### src/design/spc_pkg.sv
package spc_pkg;

  // Fixed field widths
  localparam int unsigned GAIN_W     = 16;
  localparam int unsigned LIMIT_W    = 16;
  localparam int unsigned DLIM_W     = 8;
  localparam int unsigned TGT_W      = 16;
  localparam int unsigned MEAS_W     = 20;
  localparam int unsigned ERR_W      = 21;
  localparam int unsigned INTEG_W    = 34;
  localparam int unsigned ACC_W      = 38;
  localparam int unsigned MUL_A_W    = 34;
  localparam int unsigned MUL_B_W    = 17;
  localparam int unsigned PROD_W     = MUL_A_W + MUL_B_W;
  localparam int unsigned SUM_W      = 54;
  localparam int unsigned FRAC_SHIFT = 36;
  localparam int unsigned VAL_W      = SUM_W - FRAC_SHIFT;
  localparam int unsigned DUTY_MAX_W = 16;
  localparam int unsigned CFG_IDX_W  = 3;
  localparam int unsigned CFG_DATA_W = 16;

  // Register indexes
  typedef enum logic [CFG_IDX_W-1:0] {
    REG_PROP_GAIN     = 3'd0,
    REG_INTEG_GAIN    = 3'd1,
    REG_SAMPLE_PERIOD = 3'd2,
    REG_INTEG_LIMIT   = 3'd3,
    REG_DUTY_FLOOR    = 3'd4,
    REG_DUTY_CEILING  = 3'd5
  } cfg_reg_t;

  localparam logic [GAIN_W-1:0]  PROP_GAIN_RST     = 16'd328;
  localparam logic [GAIN_W-1:0]  INTEG_GAIN_RST    = 16'd3015;
  localparam logic [GAIN_W-1:0]  SAMPLE_PERIOD_RST = 16'd1311;
  localparam logic [LIMIT_W-1:0] INTEG_LIMIT_RST   = 16'd5000;
  localparam logic [DLIM_W-1:0]  DUTY_FLOOR_RST    = 8'd0;
  localparam logic [DLIM_W-1:0]  DUTY_CEILING_RST  = 8'd250;

  typedef struct packed {
    logic [GAIN_W-1:0]  prop_gain;
    logic [GAIN_W-1:0]  integ_gain;
    logic [GAIN_W-1:0]  sample_period;
    logic [LIMIT_W-1:0] integ_limit;
    logic [DLIM_W-1:0]  duty_floor;
    logic [DLIM_W-1:0]  duty_ceiling;
  } cfg_t;

  // Controller to datapath
  typedef struct packed {
    logic load;      // capture input transaction, form error
    logic mul_err;   // product <= error * sample_period
    logic integ;     // update clamped integral; product <= prop_gain * error
    logic pterm;     // sum <= proportional term; product <= integ_gain * integral
    logic add;       // sum <= sum + product
    logic fin;       // truncate, clamp, write output register
  } dp_cmd_t;

  // Datapath to controller
  typedef struct packed {
    logic active;    // captured tick is a running tick
    logic out_full;  // output register holds an unaccepted result
  } dp_stat_t;

endpackage

### src/design/motor_speed_pi_controller.sv
// Fixed-point PI motor speed controller with a clamped integral. Each input
// transaction is one control tick: run flag, target speed in whole rpm and
// an optional measured speed (Q16.4 rpm). A tick with the run inactive or a
// target of zero or below clears the integral and gives a raw duty of 0;
// otherwise error = target - measured is integrated with the sample period
// (integral clamped to +/- integ_limit rpm-seconds) and the duty is
// prop_gain*error + integ_gain*integral, truncated toward zero and clamped
// to [duty_floor, duty_ceiling] (floor test first). Each tick yields one
// result transaction with the duty and a flag that is set when it differs
// from the previous duty (always set on the first tick after reset).
// Timing: one tick at a time; the sequencer uses the single shared 34x17
// multiplier three times per running tick and once per idle tick. A
// finished result waits in the output register while the next tick is
// accepted. Gains and period are unsigned Q0.16. Write configuration
// registers only while no tick is in flight; unknown register indexes are
// dropped.
module motor_speed_pi_controller
  import spc_pkg::*;
#(
  parameter int unsigned DUTY_WIDTH = 8
) (
  input  logic                  clk,
  input  logic                  rst_n,
  // configuration write port
  input  logic                  cfg_we,
  input  logic [CFG_IDX_W-1:0]  cfg_index,
  input  logic [CFG_DATA_W-1:0] cfg_wdata,
  // tick input channel
  input  logic                  in_valid,
  output logic                  in_ready,
  input  logic                  in_run_active,
  input  logic [TGT_W-1:0]      in_target_speed,
  input  logic                  in_speed_valid,
  input  logic [MEAS_W-1:0]     in_measured_speed,
  // duty result channel
  output logic                  out_valid,
  input  logic                  out_ready,
  output logic [DUTY_WIDTH-1:0] out_duty,
  output logic                  out_duty_changed
);

  cfg_t     cfg_r;
  dp_cmd_t  cmd;
  dp_stat_t stat;

  // Configuration registers: write on enable, drop unknown indexes
  always_ff @(posedge clk) begin
    if (!rst_n) begin
      cfg_r.prop_gain     <= PROP_GAIN_RST;
      cfg_r.integ_gain    <= INTEG_GAIN_RST;
      cfg_r.sample_period <= SAMPLE_PERIOD_RST;
      cfg_r.integ_limit   <= INTEG_LIMIT_RST;
      cfg_r.duty_floor    <= DUTY_FLOOR_RST;
      cfg_r.duty_ceiling  <= DUTY_CEILING_RST;
    end else if (cfg_we) begin
      unique case (cfg_index)
        REG_PROP_GAIN:     cfg_r.prop_gain     <= cfg_wdata;
        REG_INTEG_GAIN:    cfg_r.integ_gain    <= cfg_wdata;
        REG_SAMPLE_PERIOD: cfg_r.sample_period <= cfg_wdata;
        REG_INTEG_LIMIT:   cfg_r.integ_limit   <= cfg_wdata;
        REG_DUTY_FLOOR:    cfg_r.duty_floor    <= cfg_wdata[DLIM_W-1:0];
        REG_DUTY_CEILING:  cfg_r.duty_ceiling  <= cfg_wdata[DLIM_W-1:0];
        default: ;
      endcase
    end
  end

  // Sequencer: advance one step of the tick per cycle, holding in FIN while the output register is full
  spc_ctrl u_ctrl (
    .clk      (clk),
    .rst_n    (rst_n),
    .in_valid (in_valid),
    .in_ready (in_ready),
    .stat     (stat),
    .cmd      (cmd)
  );

  // Arithmetic, integral state and output register
  spc_dp #(
    .DUTY_WIDTH (DUTY_WIDTH)
  ) u_dp (
    .clk               (clk),
    .rst_n             (rst_n),
    .cfg               (cfg_r),
    .cmd               (cmd),
    .stat              (stat),
    .in_run_active     (in_run_active),
    .in_target_speed   (in_target_speed),
    .in_speed_valid    (in_speed_valid),
    .in_measured_speed (in_measured_speed),
    .out_valid         (out_valid),
    .out_ready         (out_ready),
    .out_duty          (out_duty),
    .out_duty_changed  (out_duty_changed)
  );

endmodule

### src/design/spc_dp.sv
module spc_dp
  import spc_pkg::*;
#(
  parameter int unsigned DUTY_WIDTH = 8
) (
  input  logic                  clk,
  input  logic                  rst_n,
  input  cfg_t                  cfg,
  input  dp_cmd_t               cmd,
  output dp_stat_t              stat,
  input  logic                  in_run_active,
  input  logic [TGT_W-1:0]      in_target_speed,
  input  logic                  in_speed_valid,
  input  logic [MEAS_W-1:0]     in_measured_speed,
  output logic                  out_valid,
  input  logic                  out_ready,
  output logic [DUTY_WIDTH-1:0] out_duty,
  output logic                  out_duty_changed
);

  logic                      active_r;
  logic signed [ERR_W-1:0]   err_r;
  logic signed [INTEG_W-1:0] integ_r, integ_nxt;
  logic signed [PROD_W-1:0]  prod_r;
  logic signed [SUM_W-1:0]   sum_r;
  logic                      out_valid_r;
  logic [DUTY_WIDTH-1:0]     duty_r;
  logic                      changed_r;
  logic [DUTY_WIDTH-1:0]     last_duty_r;
  logic                      last_valid_r;

  logic                      in_active;
  logic signed [ERR_W-1:0]   err_in;
  logic [MEAS_W-1:0]         meas_eff;
  logic signed [MUL_A_W-1:0] mul_a;
  logic [GAIN_W-1:0]         mul_b;
  logic signed [PROD_W-1:0]  mul_p;
  logic [INTEG_W-1:0]        bound;
  logic signed [ACC_W-1:0]   acc, bound_pos, bound_neg;
  logic signed [SUM_W-1:0]   adj;
  logic signed [VAL_W-1:0]   value;
  logic [DLIM_W-1:0]         clamp_v;
  logic [DUTY_MAX_W-1:0]     clamp_wide;
  logic [DUTY_WIDTH-1:0]     duty_nxt;

  // Error: target (Q.4) minus measured; zero on idle ticks
  always_comb begin
    in_active = in_run_active && !in_target_speed[TGT_W-1] && (in_target_speed != '0);
    meas_eff  = in_speed_valid ? in_measured_speed : '0;
    err_in    = $signed({2'b00, in_target_speed[TGT_W-2:0], 4'b0000})
              - $signed({1'b0, meas_eff});
  end

  // Shared multiplier: signed A by unsigned 16-bit gain
  always_comb begin
    if (cmd.pterm) begin
      mul_a = integ_r;
      mul_b = cfg.integ_gain;
    end else begin
      mul_a = MUL_A_W'(err_r);
      mul_b = cmd.integ ? cfg.prop_gain : cfg.sample_period;
    end
    mul_p = mul_a * $signed({1'b0, mul_b});
  end

  // Integral clamp: limit * 2^20, saturated to the 34-bit signed range
  always_comb begin
    if (cfg.integ_limit[LIMIT_W-1:13] != '0) begin
      bound = {1'b0, {(INTEG_W-1){1'b1}}};
    end else begin
      bound = {1'b0, cfg.integ_limit[12:0], 20'd0};
    end
    bound_pos = $signed({{(ACC_W-INTEG_W){1'b0}}, bound});
    bound_neg = -bound_pos;
    acc = ACC_W'(integ_r) + prod_r[ACC_W-1:0];
    if (acc > bound_pos) begin
      integ_nxt = bound_pos[INTEG_W-1:0];
    end else if (acc < bound_neg) begin
      integ_nxt = bound_neg[INTEG_W-1:0];
    end else begin
      integ_nxt = acc[INTEG_W-1:0];
    end
  end

  // Truncate toward zero, then clamp to floor/ceiling (floor test first)
  always_comb begin
    adj = sum_r + (sum_r[SUM_W-1] ? SUM_W'((64'd1 << FRAC_SHIFT) - 64'd1) : '0);
    value = active_r ? adj[SUM_W-1:FRAC_SHIFT] : '0;
    if (value < $signed({{(VAL_W-DLIM_W){1'b0}}, cfg.duty_floor})) begin
      clamp_v = cfg.duty_floor;
    end else if (value > $signed({{(VAL_W-DLIM_W){1'b0}}, cfg.duty_ceiling})) begin
      clamp_v = cfg.duty_ceiling;
    end else begin
      clamp_v = value[DLIM_W-1:0];
    end
    clamp_wide = {{(DUTY_MAX_W-DLIM_W){1'b0}}, clamp_v};
    duty_nxt   = clamp_wide[DUTY_WIDTH-1:0];
  end

  always_ff @(posedge clk) begin
    if (cmd.load) begin
      active_r <= in_active;
      err_r    <= in_active ? err_in : '0;
    end
    if (cmd.mul_err || cmd.integ || cmd.pterm) begin
      prod_r <= mul_p;
    end
    if (cmd.pterm) begin
      sum_r <= {prod_r[ACC_W-1:0], 16'd0};
    end else if (cmd.add) begin
      sum_r <= sum_r + SUM_W'(prod_r);
    end
    if (cmd.fin) begin
      duty_r    <= duty_nxt;
      changed_r <= !last_valid_r || (duty_nxt != last_duty_r);
    end
  end

  always_ff @(posedge clk) begin
    if (!rst_n) begin
      integ_r      <= '0;
      last_duty_r  <= '0;
      last_valid_r <= 1'b0;
      out_valid_r  <= 1'b0;
    end else begin
      if (cmd.load && !in_active) begin
        integ_r <= '0;
      end else if (cmd.integ) begin
        integ_r <= integ_nxt;
      end
      if (cmd.fin) begin
        last_duty_r  <= duty_nxt;
        last_valid_r <= 1'b1;
        out_valid_r  <= 1'b1;
      end else if (out_ready) begin
        out_valid_r <= 1'b0;
      end
    end
  end

  assign stat.active      = active_r;
  assign stat.out_full    = out_valid_r && !out_ready;
  assign out_valid        = out_valid_r;
  assign out_duty         = duty_r;
  assign out_duty_changed = changed_r;

endmodule

### src/design/spc_ctrl.sv
module spc_ctrl
  import spc_pkg::*;
(
  input  logic     clk,
  input  logic     rst_n,
  input  logic     in_valid,
  output logic     in_ready,
  input  dp_stat_t stat,
  output dp_cmd_t  cmd
);

  typedef enum logic [5:0] {
    S_IDLE    = 6'b000001,
    S_MUL_ERR = 6'b000010,
    S_INTEG   = 6'b000100,
    S_PTERM   = 6'b001000,
    S_ADD     = 6'b010000,
    S_FIN     = 6'b100000
  } state_t;

  state_t state_r, state_nxt;

  always_comb begin
    state_nxt = state_r;
    cmd       = '0;
    in_ready  = 1'b0;
    unique case (state_r)
      S_IDLE: begin
        // hold off the input channel while reset is asserted
        in_ready = rst_n;
        if (in_valid && rst_n) begin
          cmd.load  = 1'b1;
          state_nxt = S_MUL_ERR;
        end
      end
      S_MUL_ERR: begin
        cmd.mul_err = 1'b1;
        state_nxt   = stat.active ? S_INTEG : S_FIN;
      end
      S_INTEG: begin
        cmd.integ = 1'b1;
        state_nxt = S_PTERM;
      end
      S_PTERM: begin
        cmd.pterm = 1'b1;
        state_nxt = S_ADD;
      end
      S_ADD: begin
        cmd.add   = 1'b1;
        state_nxt = S_FIN;
      end
      S_FIN: begin
        // hold until the output register frees up
        if (!stat.out_full) begin
          cmd.fin   = 1'b1;
          state_nxt = S_IDLE;
        end
      end
      default: state_nxt = S_IDLE;
    endcase
  end

  always_ff @(posedge clk) begin
    if (!rst_n) begin
      state_r <= S_IDLE;
    end else begin
      state_r <= state_nxt;
    end
  end

endmodule

### config.mk
export PLATFORM = sky130hd
export DESIGN_NAME = motor_speed_pi_controller
export DESIGN_NICKNAME = d
export VERILOG_FILES = /design/src/design/spc_pkg.sv /design/src/design/motor_speed_pi_controller.sv /design/src/design/spc_dp.sv /design/src/design/spc_ctrl.sv
export SDC_FILE = /design/constraint.sdc
export NUM_CORES = 2
export LEC_CHECK = 0
export BUFFER_PORTS_ARGS = -buffer_cell sky130_fd_sc_hd__buf_2
export CORE_MARGIN = 5
export CORE_UTILIZATION = 35
export CTS_BUF_LIST = sky130_fd_sc_hd__clkbuf_8
export CTS_CLUSTER_SIZE = 12
export DETAILED_ROUTE_END_ITERATION = 10
export SYNTH_ARGS = -nofsm -noshare
export SYNTH_HDL_FRONTEND = slang
export SYNTH_SLANG_ARGS = --single-unit
### constraint.sdc
create_clock -name clk -period 10.5 [get_ports clk]
set_input_delay 2.1 -clock clk [delete_from_list [all_inputs] [get_ports clk]]
set_output_delay 2.1 -clock clk [all_outputs]
set_load 0.005 [all_outputs]
# == Yosys cells after proc, flatten, opt, wreduce, memory -nomap -nowiden ==
# Index checks and enable logic that the tools add are counted.
# totals
register_bits,266
in_bits,62
output_inout_bits,11
wordCells,96
# classes
addsub,5
multipliers,1
order_cmp,4
n_eq_ne,14
mux,28
bitwise_logic,1
n_reduce_logical,25
# op_table
op,n
54-bit two-way mux,2
34-bit two-way mux,3
54-bit by 51-bit adder with 54-bit output,1
54-bit adder,1
34-bit by 17-bit multiplier with 51-bit output,1
38-bit adder,1
38-bit by 34-bit > comparator with 1-bit output,1
38-bit less-than comparator,1
33-bit negation with 38-bit output,1
36-bit two-way mux,1
6-bit case mux with 6 select lines,1
33-bit two-way mux,1
16-bit two-way mux,2
19-bit by 20-bit subtractor with 21-bit output,1
20-bit two-way mux,1
18-bit by 9-bit > comparator with 1-bit output,1
18-bit by 9-bit less-than comparator with 1-bit output,1
18-bit two-way mux,1
6-bit two-way mux,3
8-bit two-way mux,2
16-bit nonzero test,1
2-bit AND reduction,7
1-bit two-way mux,11
8-bit inequality test,1
other kinds (19),31

# == Depth between registers and ports, before layout ==
# logic_depth
word_depth,8
ltp_mapped,34
mapped_depth_nobuf,33

# == By module ==
# From an unflattened synthesis, not the netlist that was laid out.
# hier_totals
hier_cells,4410
hier_area_um2,38523.2
# modules_own_cells
module,n_inst,cells_each,area_each_um2,seq_area_each_um2
spc_dp,1,4071,35024.8,4804.6
motor_speed_pi_controller,1,297,3100.5,1601.5
spc_ctrl,1,42,397.9,120.1

# == Worst setup path after synthesis ==
# OpenSTA, ideal clock, no wires.
# synth_path
kind,register -> register
startpoint,register u_ctrl.state_r[4]
endpoint,"register u_dp.prod_r[47], data pin"
setup_time_ns,0.258
arrival_time_ns,8.236
required_ns,10.242
path_slack_ns,2.006
stages_incl_launch_ff,33
path_buffers,3
period_less_slack_ns,8.494
cell_sequence,dfxtp_1 nor2_1 nand2_1 nor3b_1 clkbuf_1 clkbuf_1 nand2_1 nand2_1 clkbuf_1 nand2_1 fa_1 fa_1 fa_1 inv_1 fa_1 fa_1 inv_1 fa_1 inv_1 ha_1 a21o_1 a21o_1 a21oi_1 or3b_2 a2111oi_0 o41ai_1 a211oi_1 nor2_1 a41oi_1 o21ai_0 a21o_1 a21oi_1 xnor2_1
# synth_via
elab_chain_len,5
word_cells_on_any_way,8
cone_classes,mul: 1; eq/ne: 2; mux: 5
# synth_rtl
element,line_no,text
"start, declared",spc_ctrl.sv:21,"state_t state_r, state_nxt;"
"start signal, assigned",spc_ctrl.sv:67,state_r <= state_nxt;
6-bit by 3-bit equality test with 1-bit output,spc_ctrl.sv:27,unique case (state_r)
1-bit two-way mux,spc_ctrl.sv:27,
16-bit two-way mux,spc_dp.sv:61,mul_b = cmd.integ ? cfg.prop_gain : cfg.sample_period;
16-bit two-way mux,spc_dp.sv:56,if (cmd.pterm) begin
34-bit by 17-bit multiplier with 51-bit output (*),spc_dp.sv:63,"mul_p = mul_a * $signed({1'b0, mul_b});"
via u_dp.mul_p[47],spc_dp.sv:37,logic signed [PROD_W-1:0] mul_p;
"end signal, assigned",spc_dp.sv:106,prod_r <= mul_p;
"end, declared",spc_dp.sv:24,logic signed [PROD_W-1:0] prod_r;
# The timed path passes the listed nets; every way through them passes the cells marked *.
# A chain may end at the register's enable or synchronous reset.

# == Worst setup path after layout ==
# layout_path
startpoint,register u_ctrl.state_r[0]
endpoint,"register u_dp.prod_r[47], data pin"
# Same word-level chain as after synthesis.

==> run metrics <==
Distinct cells, synth=88; PostCTS Resize Cnt=0; Synth top area share=27.2%; CP max FO=30; Port-buffer cells=72; GRT Overall Usage=20.0%; CTS Root Cell=clkbuf_8; row cnt=121; Post-Syn Nets=5,447; crit share post-route=93.4%; crit path from=u_ctrl.state_r[0]; vias in the first global route=31.8k; total grt overflow=0; Max-Cap Viols=0; Post-CTS Setup Inserts=0; hold_buf cts=0; initial antenna violation count=1; Mapped Cells=4,537; register area share after synthesis=17.1%; Leakage=20.0 nW; Main synth FF type=dfxtp_1; # fillers=11.0k; drt initial violations=2,532; final setup vio count=0; Post-Route WL=118,000 microns; routed vias=31.6k; Power per Cell Area=230 nW/um^2; clock tree buffer depth=3; WP data arrival=10.19 ns; Final nets=5,445; clk slew on worst S/H paths=0.07 ns; Startpoint Class=register; Syn Area/Cell=8.41 sq um; min Tclk post-route=9.81 ns; number of synthesized register bits=266; commonest non-fill, non-tap cell in the layout=nand2_1; Slew HR=10.5%; Yosys top cell by area=fa_1; setup TNS=0 ns; placed insts=5,904; YS warnings=0; final core utilization=37.9%; TritonCTS clock tree=yes; Hold Fails Final Rpt=0; fraction of layout cells with a size suffix above 1=5.61%; first-pass GRT wire length=183,000 microns; Initial Util=35.2%; total power=9.47 mW; die height=340 microns; crit path max-delay cell type=a2111oi_0; die area=116,000 sq um; Die Width=340 microns; Worst-Skew Late Latency=0.64 ns; Peak VDD IR=0.231 mV; # clock sinks=266; register area=6530 sq um; drt drc=0; required time of the critical path=10.88 ns; Area growth syn-to-layout=7.72%; Syn Std Cell Area=38,200 sq um; min-delay src=u_dp.last_valid_r; dpl cell area=40,200 sq um; post-route ant nets=0; crit-path max cell delay=0.66 ns; status=finished, final reports clean; measured slew at the worst slew-check pin=1.34 ns; core footprint=109,000 sq um; Crit path top cell by count=fa_1; CTS Buf Count=43; CP Class=register to register; H-tree level count=2; Post-Route Skew=0.0357 ns; Synth area leaders=fa_1 27%, ha_1 11%, edfxtp_1 9.4%; drt first pass iters=6; Final Wtd Congestion=0.969; WL per Instance=19.7 microns; Pins Over Slew Limit=0; dpl hpwl=94,900 microns; commonest non-fill, non-tap cells in the layout=785 x nand2_1, 719 x inv_1, 519 x fa_1, 360 x nor2_1, 329 x ha_1; footprint of the multi-input gates=28,400 sq um; num ports=73; Hold Path Class=register to register; Post-synth EDFFs=120; crit path capture type=register; vias per cell=5.29; Async SR Flop Fraction=0%; RSZ-0062 raised after global routing=no; r2r startpoint=u_ctrl.state_r[0]; largest net degree at the start of global routing=96; cell area after layout=41,100 sq um; achievable frequency=102 MHz; non-filler cells, final=5,981
-- routing by layer --
| metal | share of wire, % | GRT usage (%) |
|---|---|---|
| met5 | 0 | 0 |
| met4 | 3.9 | 6.97 |
| met3 | 7.5 | 3.61 |
| met2 | 46 | 32.9 |
| met1 | 43 | 26.7 |
-- worst max-delay path, delay by kind of cell (launching register included) --
family / cells / cell delay (ns)
fa+ha+maj: 7 / 3.39
compound gates: 11 / 2.60
simple gates: 5 / 1.76
buf+inv: 6 / 1.20
flops: 1 / 0.35
mux: 1 / 0.16
xor+xnor: 1 / 0.07
-- where the power goes --
part	leakage, nW	switching (mW)	internal [mW]
Clock	0.504	0.461	0.514
Combinational	17.2	4.22	2.71
Sequential	2.30	0.104	1.45
-- state kept, by name, indices dropped and copies added (netlist names) --
signal / flops
u_dp.err_r: 21
u_dp.active_r: 1
u_dp.last_duty_r: 8
u_dp.prod_r: 51
u_dp.out_duty_changed: 1
u_dp.sum_r: 54
cfg_r: 80
u_dp.integ_r: 34
u_dp.out_valid: 1
u_ctrl.state_r: 6
u_dp.out_duty: 8
u_dp.last_valid_r: 1
-- path summary, 6_finish.rpt --
kind	endpoint	slack [ns]	depth (start not counted)
max	u_dp.prod_r[47]	0.69	31
min	u_dp.last_valid_r	0.46	1
max reg2reg	u_dp.prod_r[47]	0.69	31
min reg2reg	u_dp.last_valid_r	0.46	1
-- cells by family after synthesis --
group,Yosys count,synth area share (%)
flip-flops,266,17.1
XOR/XNOR,170,3.90
AND/OR/NAND/NOR,1524,17.3
multiplexers,48,1.29
buffers and inverters,886,8.75
AO/OA/AOI/OAI,795,13.7
adder cells (fa/ha/maj),848,38.0
-- through the flow --
stage | hold WS (ns) | worst slack [ns]
after floorplan | 0.434 | 2.01
after global placement | 0.445 | 0.880
after detailed placement | 0.455 | 0.766
after CTS | 0.469 | 0.732
after global routing | 0.488 | 0.0543
final | 0.464 | 0.692
-- cell usage after synthesis (6+ instances only) --
library cell,instances
o22ai_1,6
buf_1,8
o21ai_0,159
xnor2_1,97
nand3_1,76
nand4_1,31
o21bai_1,21
and3_1,27
xor2_1,73
edfxtp_1,120
mux2i_1,39
a21o_1,119
buf_2,6
o31ai_1,10
nand3b_1,9
clkbuf_1,160
o31a_1,8
nor2b_1,37
inv_1,709
fa_1,519
a211oi_1,27
a22o_1,10
o2111ai_1,7
a21boi_0,55
ha_1,329
or4_1,6
nor2_1,360
nor3_1,47
o211ai_1,28
o221ai_1,6
a31oi_1,19
or2_2,10
nor4_1,23
dfxtp_1,146
nor3b_1,6
and4_1,6
and2_1,28
mux2_2,9
nand2b_1,39
o21a_1,29
nand2_1,785
or3_1,21
a21oi_1,211
-- final cells by class --
cell class / instances / area share [%]
multi-input combinational: 3385 / 69.2
sequential: 266 / 15.9
inverter: 710 / 6.48
tap: 1414 / 4.30
timing repair buffer: 129 / 1.98
clock buffer: 54 / 1.81
clock inverter: 22 / 0.386
antenna: 1 / 0.00609
No activity file was read; power rests on OpenSTA's default activity.
